**config.mk**
```make
export PLATFORM = sky130hd
export DESIGN_NAME = ppa_ram
export DESIGN_NICKNAME = d
export VERILOG_FILES = /design/src/hw/rtl/ppa_ram.sv
export SDC_FILE = /design/constraint.sdc
export NUM_CORES = 1
export LEC_CHECK = 0
export BUFFER_PORTS_ARGS = -buffer_cell sky130_fd_sc_hd__buf_4
export CAP_MARGIN = 20
export CORE_MARGIN = 1
export CORE_UTILIZATION = 28
export CTS_CLUSTER_DIAMETER = 30
export DETAILED_ROUTE_END_ITERATION = 6
export RECOVER_POWER = 100
export SLEW_MARGIN = 20
export SYNTH_ARGS = -nofsm -noshare
export SYNTH_HDL_FRONTEND = slang
export SYNTH_SLANG_ARGS = --single-unit
```
**constraint.sdc**
```tcl
create_clock -name aclk -period 2.3 [get_ports aclk]
set_input_delay 0.23 -clock aclk [delete_from_list [all_inputs] [get_ports aclk]]
set_output_delay 0.23 -clock aclk [all_outputs]
set_load 0.05 [all_outputs]
```
**src/hw/rtl/ppa_ram.sv**
```systemverilog
module ppa_ram #(
    parameter int WIDTH = 8,
    parameter int DEPTH = 16
) (
    input  logic                     aclk,
    input  logic                     we,
    input  logic [$clog2(DEPTH)-1:0] waddr,
    input  logic [WIDTH-1:0]         wdata,
    input  logic                     re,
    input  logic [$clog2(DEPTH)-1:0] raddr,
    output logic [WIDTH-1:0]         rdata
);

    logic [WIDTH-1:0] mem [DEPTH];

    // Write port and registered read port
    always_ff @(posedge aclk) begin
        if (we) begin
            mem[waddr] <= wdata;
        end
        if (re) begin
            rdata <= mem[raddr];
        end
    end

endmodule

```
==> results of run 1 <==
## Yosys cell counts
master	instances	area, sq um
sky130_fd_sc_hd__nand3_1	1	5.000
sky130_fd_sc_hd__nand3b_1	2	15.01
sky130_fd_sc_hd__nor3_1	4	20.02
sky130_fd_sc_hd__or3b_2	1	8.760
sky130_fd_sc_hd__mux4_2	18	405.4
sky130_fd_sc_hd__nor2b_1	1	6.260
sky130_fd_sc_hd__nand2_1	9	33.78
sky130_fd_sc_hd__and2b_1	1	7.510
sky130_fd_sc_hd__buf_4	1	7.510
sky130_fd_sc_hd__a22oi_1	16	120.1
sky130_fd_sc_hd__edfxtp_1	136	4084
sky130_fd_sc_hd__buf_2	3	15.01
sky130_fd_sc_hd__nand2b_1	2	12.51
sky130_fd_sc_hd__clkdlybuf4s25_2	3	30.03
sky130_fd_sc_hd__nor2_1	13	48.80
sky130_fd_sc_hd__and2_1	1	6.260
sky130_fd_sc_hd__buf_6	3	33.78
sky130_fd_sc_hd__mux4_1	14	367.9
## worst paths after layout
| kind | to | startpoint | depth (start not counted) |
|---|---|---|---|
| max reg2reg | rdata[4] | mem[3][4] | 3 |
| min | rdata[2] | re | 1 |
| max | mem[0][7] | we | 4 |
| min reg2reg | rdata[5] | mem[11][5] | 3 |
## worst register-to-register path: cells and delay by family (launching register included)
kind,cells,cell delay [ps]
compound gates,1,270
mux,1,470
simple gates,1,150
flops,1,360
## power groups by stage
stage | Combinational [mW] | Clock, mW | Sequential (mW)
2_1_floorplan | 0.141 | 0 | 2.90
3_3_place_gp | 0.307 | 0 | 2.86
3_5_place_dp | 0.311 | 0 | 2.86
4_1_cts | 0.312 | 2.53 | 2.81
5_1_grt | 0.306 | 2.65 | 2.82
6_report | 0.281 | 2.49 | 2.81
## kinds of logic after synthesis
family          count (synthesis)
flops                         136
mux                            32
simple gates                   35
buf+inv                        10
compound gates                 16
## registers in the layout, indices dropped and copies added, names as in the netlist
name	count
rdata	8
mem	128
## cell type report
type / instances / area, sq um / share of cell area
clock buffers: 18 / 429.2 / 0.06959
repair buffers: 43 / 196.4 / 0.03185
multi-input cells: 83 / 1057 / 0.1714
flip-flops and latches: 136 / 4084 / 0.6622
clock inverters: 14 / 113.9 / 0.01846
well taps: 229 / 286.5 / 0.04646
## layer usage
layer / part of all wire / wire [microns] / up-vias / GRT usage
met5: 0 / 0 / - / 0
met4: 0.0061 / 63 / 0 / 0.04035
met3: 0.076 / 783 / 4 / 0.03695
met2: 0.46 / 4751 / 90 / 0.1707
met1: 0.45 / 4656 / 1265 / 0.1581
li1: - / - / 1086 / -
## layout by cell type, fill, tap and decap left out
| cell | instances |
|---|---|
| sky130_fd_sc_hd__a22oi_1 | 16 |
| sky130_fd_sc_hd__and2_1 | 1 |
| sky130_fd_sc_hd__and2b_1 | 1 |
| sky130_fd_sc_hd__buf_12 | 1 |
| sky130_fd_sc_hd__buf_4 | 5 |
| sky130_fd_sc_hd__bufinv_16 | 2 |
| sky130_fd_sc_hd__clkbuf_1 | 38 |
| sky130_fd_sc_hd__clkbuf_16 | 17 |
| sky130_fd_sc_hd__clkinv_1 | 7 |
| sky130_fd_sc_hd__clkinv_2 | 4 |
| sky130_fd_sc_hd__clkinvlp_4 | 1 |
| sky130_fd_sc_hd__edfxtp_1 | 136 |
| sky130_fd_sc_hd__mux4_1 | 14 |
| sky130_fd_sc_hd__mux4_2 | 18 |
| sky130_fd_sc_hd__nand2_1 | 9 |
| sky130_fd_sc_hd__nand2b_1 | 2 |
| sky130_fd_sc_hd__nand3_1 | 1 |
| sky130_fd_sc_hd__nand3b_1 | 2 |
| sky130_fd_sc_hd__nor2_1 | 13 |
| sky130_fd_sc_hd__nor2b_1 | 1 |
| sky130_fd_sc_hd__nor3_1 | 4 |
| sky130_fd_sc_hd__or3b_2 | 1 |
## per-stage QoR
| step | cell area (sq um) | power, mW | setup WS, ps | util |
|---|---|---|---|---|
| after floorplan | 5228 | 3.039 | 577.1 | - |
| after global placement | 5763 | 3.165 | 437.7 | 0.3176 |
| after global routing | 6167 | 5.767 | 695.5 | 0.3398 |
| after CTS | 6306 | 5.651 | 761.5 | 0.3475 |
| after detailed placement | 5763 | 3.172 | 452.0 | 0.3176 |
| final | 6167 | 5.579 | 747.1 | 0.3398 |
==> impl_metrics.sql, run 1 <==
INSERT INTO impl_metrics (metric_group, metric, value, unit) VALUES
('synth', 'syn-mean-instance-area', '22.83', 'sq um'),
('synth', 'muxShareOfSynthArea', '0.1479', ''),
('synth', 'post_synth_xor_area_fraction', '0', ''),
('timing', 'endpoints_failing_setup', '0', ''),
('pwr', 'ir_worst_vdd', '0.5387', 'mV'),
('finish', 'post_route_cells_drive_above_1_share', '0.1667', ''),
('placement', 'post-place-cells', '491', ''),
('floorplanning', 'rows', '49', ''),
('synth', 'synth_sequential_area_ratio', '0.7812', ''),
('timing', 'timing_max_transition_violations_final', '0', ''),
('synth', 'mappedNetlistNets', '248', ''),
('finish', 'layoutNonFillerInstCount', '523', ''),
('pwr', 'sw_frac_of_total', '0.2025', ''),
('critical_path', 'crit_type', 'primary input to flop', ''),
('clocking', 'clk_path_buf_depth', '2', ''),
('clocking', 'post_cts_buffers', '0', ''),
('critical_path', 'worstPathBufferInverterCount', '2', ''),
('timing', 'whs', '320.3', 'ps'),
('clocking', 'numCtsBuffers', '17', ''),
('pwr', 'power.clock.fraction', '0.446', ''),
('critical_path', 'worst-path-max-fanout', '8', ''),
('critical_path', 'crit_path_max_delay_cell_type', 'sky130_fd_sc_hd__clkbuf_1', ''),
('critical_path', 'worstPathRequired', '2340', 'ps'),
('pwr', 'internal-power', '4.449', 'mW'),
('worst_hold_path', 'timing.hold.worst.class', 'primary input to flop', ''),
('floorplanning', 'initial_core_util', '0.2881', ''),
('clocking', 'worstSkewPairLatency', '400', 'ps'),
('placement', 'place.detailed.hpwl', '6399', 'microns'),
('critical_path', 'cp_slowest_stage_delay', '540', 'ps'),
('global_routing', 'via_count_of_the_first_global_routing_pass', '2578', ''),
('critical_path', 'critical_path.most_common_cell', 'sky130_fd_sc_hd__clkbuf_1', ''),
('clocking', 'cts.root.buffer_cell', 'sky130_fd_sc_hd__clkbuf_16', ''),
('global_routing', 'grt_first_pass_wirelength', '15750', 'microns'),
('clocking', 'htree_levels', '4', ''),
('status', 'failing_checks', 'DRC', ''),
('timing', 'actual_slew_at_the_worst_max_slew_pin', '743.1', 'ps'),
('detailed_routing', 'antenna_left', '0', ''),
('floorplanning', 'floorplan.io_pins', '27', ''),
('synth', 'simple_gate_share_of_the_synthesized_area', '0.03135', ''),
('floorplanning', 'die_height', '138.6', 'microns'),
('timing', 'rsz_0062_raised_after_global_routing', 'no', ''),
('detailed_routing', 'detailedRoute.firstPassIterationCount', '6', ''),
('placement', 'port-buffer-count', '26', ''),
('global_routing', 'grt_start_max_net_pins', '33', ''),
('detailed_routing', 'post_drt_via_cell_ratio', '4.675', ''),
('status', 'status', 'finished with violations', ''),
('timing', 'slew-limit-headroom', '0.5028', ''),
('pwr', 'leakage', '1.948', 'nW'),
('clocking', 'clock_sink_count', '136', ''),
('synth', 'yosys.cell_types.count', '18', ''),
('critical_path', 'critical_path.cell_chain', 'clkbuf_1 > or3b_2 > nor3_1 > clkbuf_1', ''),
('synth', 'synth-adder-area-share', '0', ''),
('critical_path', 'path_delay_family', 'buffers and inverters', ''),
('finish', 'finalNetCount', '300', ''),
('synth', 'synth-compound-area-share', '0.02298', ''),
('finish', 'layout-area-overhead-vs-synth', '17.98', '%'),
('timing', 'maxClockFrequency', '644.0', 'MHz'),
('clocking', 'cts_tree', 'done', ''),
('synth', 'synth_area', '5228', 'sq um'),
('timing', 'worst_clock_skew', '9.114', 'ps'),
('floorplanning', 'die-width', '138.6', 'microns'),
('global_routing', 'track_usage', '0.1148', ''),
('critical_path', 'end_kind', 'flop', ''),
('detailed_routing', 'drc_errors', '3', ''),
('critical_path', 'worst_ep_arrival_time', '1590', 'ps'),
('floorplanning', 'design.die.area', '19220', 'sq um'),
('synth', 'synth_top_family_by_area', 'multiplexers', ''),
('job', 'max_cap_viol_count', '0', ''),
('detailed_routing', 'vias', '2445', ''),
('placement', 'place.gp.congestion', '0.7198', ''),
('pwr', 'p_seq_frac', '0.504', '');
Power figures use the tool's default switching activity.
==> run 2, diff against run 1 <==
--- a/config.mk
+++ b/config.mk
@@ -5,6 +5,7 @@
 export SDC_FILE = /design/constraint.sdc
 export NUM_CORES = 1
 export LEC_CHECK = 0
+export ABC_AREA = 1
 export BUFFER_PORTS_ARGS = -buffer_cell sky130_fd_sc_hd__buf_4
 export CAP_MARGIN = 20
 export CORE_MARGIN = 1
==> constraint.sdc (replaced) <==
create_clock -name aclk -period 1.4 [get_ports aclk]
set_input_delay 0.14 -clock aclk [delete_from_list [all_inputs] [get_ports aclk]]
set_output_delay 0.14 -clock aclk [all_outputs]
set_load 0.05 [all_outputs]
==> run 2 against run 1 <==
Net effect: count of clock-buffer cells in the layout did not move; final cell count up 67%; die area rose by 12%; via count increased by 57%; sequential cell count unchanged; wire length up 30%; first-iteration DRC count up 69%; the run now ends clean; global-route usage increased by 1.9 points; utilization decreased by 0.30 points; hold slack lost 170 ps; synthesized cell count grew 140%; largest power group unchanged.
==> impl_metrics.sql, run 2 <==
INSERT INTO impl_metrics (metric_group, metric, value, unit) VALUES
('finish', 'diodes', '0', ''),
('timing', 'worst_clock_skew', '4.938', 'ps'),
('detailed_routing', 'drc_errors', '0', ''),
('clocking', 'cts_tree', 'done', ''),
('global_routing', 'met2_usage', '0.2138', ''),
('floorplanning', 'die_height', '146.5', 'microns'),
('finish', 'leading_cell_types_in_the_layout_fill_and_taps_excluded', 'sky130_fd_sc_hd__nand2_1 (173), sky130_fd_sc_hd__edfxtp_1 (136), sky130_fd_sc_hd__inv_1 (100)', ''),
('global_routing', 'track_usage', '0.1342', ''),
('job', 'max_cap_viol_count', '0', ''),
('critical_path', 'rrSetupSlack', '280', 'ps'),
('floorplanning', 'die-width', '146.5', 'microns'),
('finish', 'largestRegisters', 'mem (128), rdata (8)', ''),
('timing', 'slew-limit-headroom', '0.4307', ''),
('detailed_routing', 'antenna_left', '0', ''),
('detailed_routing', 'detailedRoute.firstPassIterationCount', '5', ''),
('finish', 'finalNetCount', '612', ''),
('synth', 'syn-mean-instance-area', '10.61', 'sq um'),
('global_routing', 'grt.met1_usage', '0.1806', ''),
('clocking', 'numCtsBuffers', '17', ''),
('critical_path', 'worst_r2r_endpoint', 'rdata[7]', ''),
('floorplanning', 'design.die.area', '21460', 'sq um'),
('pwr', 'total_power', '9.508', 'mW'),
('timing', 'whs', '152.9', 'ps'),
('synth', 'synth-async-reset-ratio', '0', ''),
('critical_path', 'crit_type', 'flop to primary output', ''),
('clocking', 'htree_levels', '4', ''),
('global_routing', 'grt_busiest_layer', 'met2', ''),
('global_routing', 'grt_start_max_net_pins', '65', ''),
('finish', 'layout_commonest_cell', 'sky130_fd_sc_hd__nand2_1', ''),
('critical_path', 'worstPathBufferInverterCount', '1', ''),
('clocking', 'clock_pin_slew_reported_for_the_worst_setup_and_hold_paths_after_clock_tree_synthesis', '60', 'ps'),
('critical_path', 'worst_ep_arrival_time', '1160', 'ps'),
('detailed_routing', 'dr.first_iter.drc_count', '386', ''),
('timing', 'final.period_utilization', '0.9305', ''),
('critical_path', 'end_kind', 'primary output', ''),
('worst_hold_path', 'whs_endpoint', 'rdata[2]', ''),
('pwr', 'power.density', '1386', 'nW/um^2'),
('critical_path', 'crit-reg2reg-launch', 'mem[1][7]', ''),
('timing', 'maxClockFrequency', '767.7', 'MHz'),
('placement', 'port-buffer-count', '26', ''),
('timing', 'timing_max_transition_violations_final', '0', ''),
('detailed_routing', 'post_drt_via_cell_ratio', '4.379', ''),
('critical_path', 'worstSetupStartpoint', 'rdata[0]', ''),
('worst_hold_path', 'timing.hold.worst.class', 'primary input to flop', ''),
('timing', 'period_needed', '1303', 'ps'),
('finish', 'layout-area-overhead-vs-synth', '17.31', '%'),
('detailed_routing', 'routed_wirelength', '13380', 'microns'),
('critical_path', 'ff2ff_path_depth', '6', ''),
('pwr', 'leakage', '2.843', 'nW'),
('global_routing', 'global_route_track_usage_on_met3', '0.02781', ''),
('critical_path', 'crit_path_max_delay_cell_type', 'sky130_fd_sc_hd__edfxtp_1', ''),
('placement', 'placedInstanceArea', '6421', 'sq um'),
('clocking', 'cts-hold-fix-buffers', '0', ''),
('clocking', 'cts.root.buffer_cell', 'sky130_fd_sc_hd__clkbuf_16', ''),
('critical_path', 'cp_slowest_stage_delay', '440', 'ps'),
('timing', 'rsz_0062_raised_after_global_routing', 'no', ''),
('floorplanning', 'rows', '52', ''),
('floorplanning', 'core_area', '20360', 'sq um'),
('floorplanning', 'initial_core_util', '0.2871', ''),
('clocking', 'post_cts_resized', '0', ''),
('global_routing', 'overflow', '0', ''),
('finish', 'most_flop_heavy_register', 'mem', ''),
('global_routing', 'grt_first_pass_wirelength', '21380', 'microns'),
('finish', 'layout.cell_area.non_filler', '6859', 'sq um'),
('worst_hold_path', 'hold-path-cell-count', '3', ''),
('synth', 'post_synthesis_cells', '551', ''),
('synth', 'synthDominantCellAreaShare', '0.6985', ''),
('synth', 'mappedNetlistNets', '570', ''),
('synth', 'synth_area', '5847', 'sq um'),
('critical_path', 'worst-path-max-fanout', '1', ''),
('timing', 'endpoints_failing_setup', '0', ''),
('clocking', 'clock_sink_count', '136', ''),
('synth', 'post_synth_edffs', '136', ''),
('timing', 'report.final.hold_viol_count', '0', ''),
('pwr', 'ir_worst_vdd', '0.8659', 'mV'),
('critical_path', 'path_delay_family', 'flip-flops', ''),
('synth', 'post_synth_main_area_contributors', 'sky130_fd_sc_hd__edfxtp_1 (70%), sky130_fd_sc_hd__nand2_1 (11%), sky130_fd_sc_hd__nand3_1 (8.3%), sky130_fd_sc_hd__inv_1 (6.4%), sky130_fd_sc_hd__buf_6 (1.2%)', ''),
('global_routing', 'antenna_found_initial', '0', ''),
('synth', 'synth_most_common_cell', 'sky130_fd_sc_hd__nand2_1', ''),
('synth', 'yosys_most_used_dff', 'sky130_fd_sc_hd__edfxtp_1', ''),
('floorplanning', 'floorplan.io_pins', '27', ''),
('critical_path', 'start_kind', 'flop', ''),
('clocking', 'clk_path_buf_depth', '2', ''),
('finish', 'post_route_cells_drive_above_1_share', '0.07426', ''),
('placement', 'place.gp.congestion', '0.7573', ''),
('timing', 'actual_slew_at_the_worst_max_slew_pin', '854.0', 'ps'),
('placement', 'place.detailed.hpwl', '8159', 'microns'),
('status', 'status', 'complete, no violations', ''),
('detailed_routing', 'vias', '3836', ''),
('critical_path', 'critical_path.cell_chain', 'clkbuf_2', ''),
('clocking', 'post_cts_buffers', '0', ''),
('clocking', 'worstSkewPairLatency', '410', 'ps'),
('synth', 'synthDominantAreaCellType', 'sky130_fd_sc_hd__edfxtp_1', ''),
('global_routing', 'via_count_of_the_first_global_routing_pass', '3884', ''),
('detailed_routing', 'wl_per_cell', '15.27', 'microns'),
('finish', 'largest_reg_flops', '128', ''),
('timing', 'fin_setup_tns', '0', 'ps'),
('synth', 'yosysWarningCount', '0', ''),
('synth', 'synthTopCellsByCount', 'sky130_fd_sc_hd__nand2_1 (173), sky130_fd_sc_hd__edfxtp_1 (136), sky130_fd_sc_hd__inv_1 (100)', ''),
('synth', 'synth_sequential_area_ratio', '0.6985', ''),
('worst_hold_path', 'hold_start', 'raddr[3]', ''),
('synth', 'yosys.cell_types.count', '11', ''),
('synth', 'synthesized_flop_and_latch_total', '136', ''),
('critical_path', 'worstPathRequired', '1260', 'ps');
## run 2: cell type report
class                      instances  area, sq um
fill                            2045        13510
inverter                         102        382.9
clock inverter                    14        137.6
timing repair buffer              47        274.0
clock buffer                      18        429.2
sequential                       136         4084
multi-input combinational        289         1214
tap                              270        337.8
## run 2: per-layer routing
metal  vias up  share of wire  wire, microns
li1       1870              -              -
met1      1843           0.48           6365
met4         0          0.013            180
met5         -              0              0
met3        11          0.051            677
met2       112           0.46           6155
## run 2: worst max-delay path by stage
stage | endpoint | slack (ps) | depth (start not counted)
floorplan | mem[10][0] | 310 | 2
global placement | rdata[7] | 40 | 6
detailed placement | rdata[7] | 20 | 6
CTS | rdata[0] | 150 | 1
global route | rdata[0] | 90 | 1
finish | rdata[0] | 100 | 1
## run 2: power breakdown
part,leakage [nW],total [mW],switching [mW],internal [mW]
combinational,1.33,0.604,0.442,0.161
sequential,1.24,4.63,0.0324,4.59
clock,0.282,4.28,1.54,2.74
## run 2: stage by stage
step / std cells / util / setup WS [ps]
floorplan: 551 / - / 309.2
global placement: 844 / 0.3153 / 36.79
detailed placement: 844 / 0.3153 / 16.04
CTS: 876 / 0.3431 / 145.9
global route: 876 / 0.3368 / 94.49
finish: 876 / 0.3368 / 97.36
## run 2: cell families after synthesis
logic type,share of synthesized area
AND/OR/NAND/NOR,0.2076
buffers and inverters,0.09394
flip-flops,0.6985
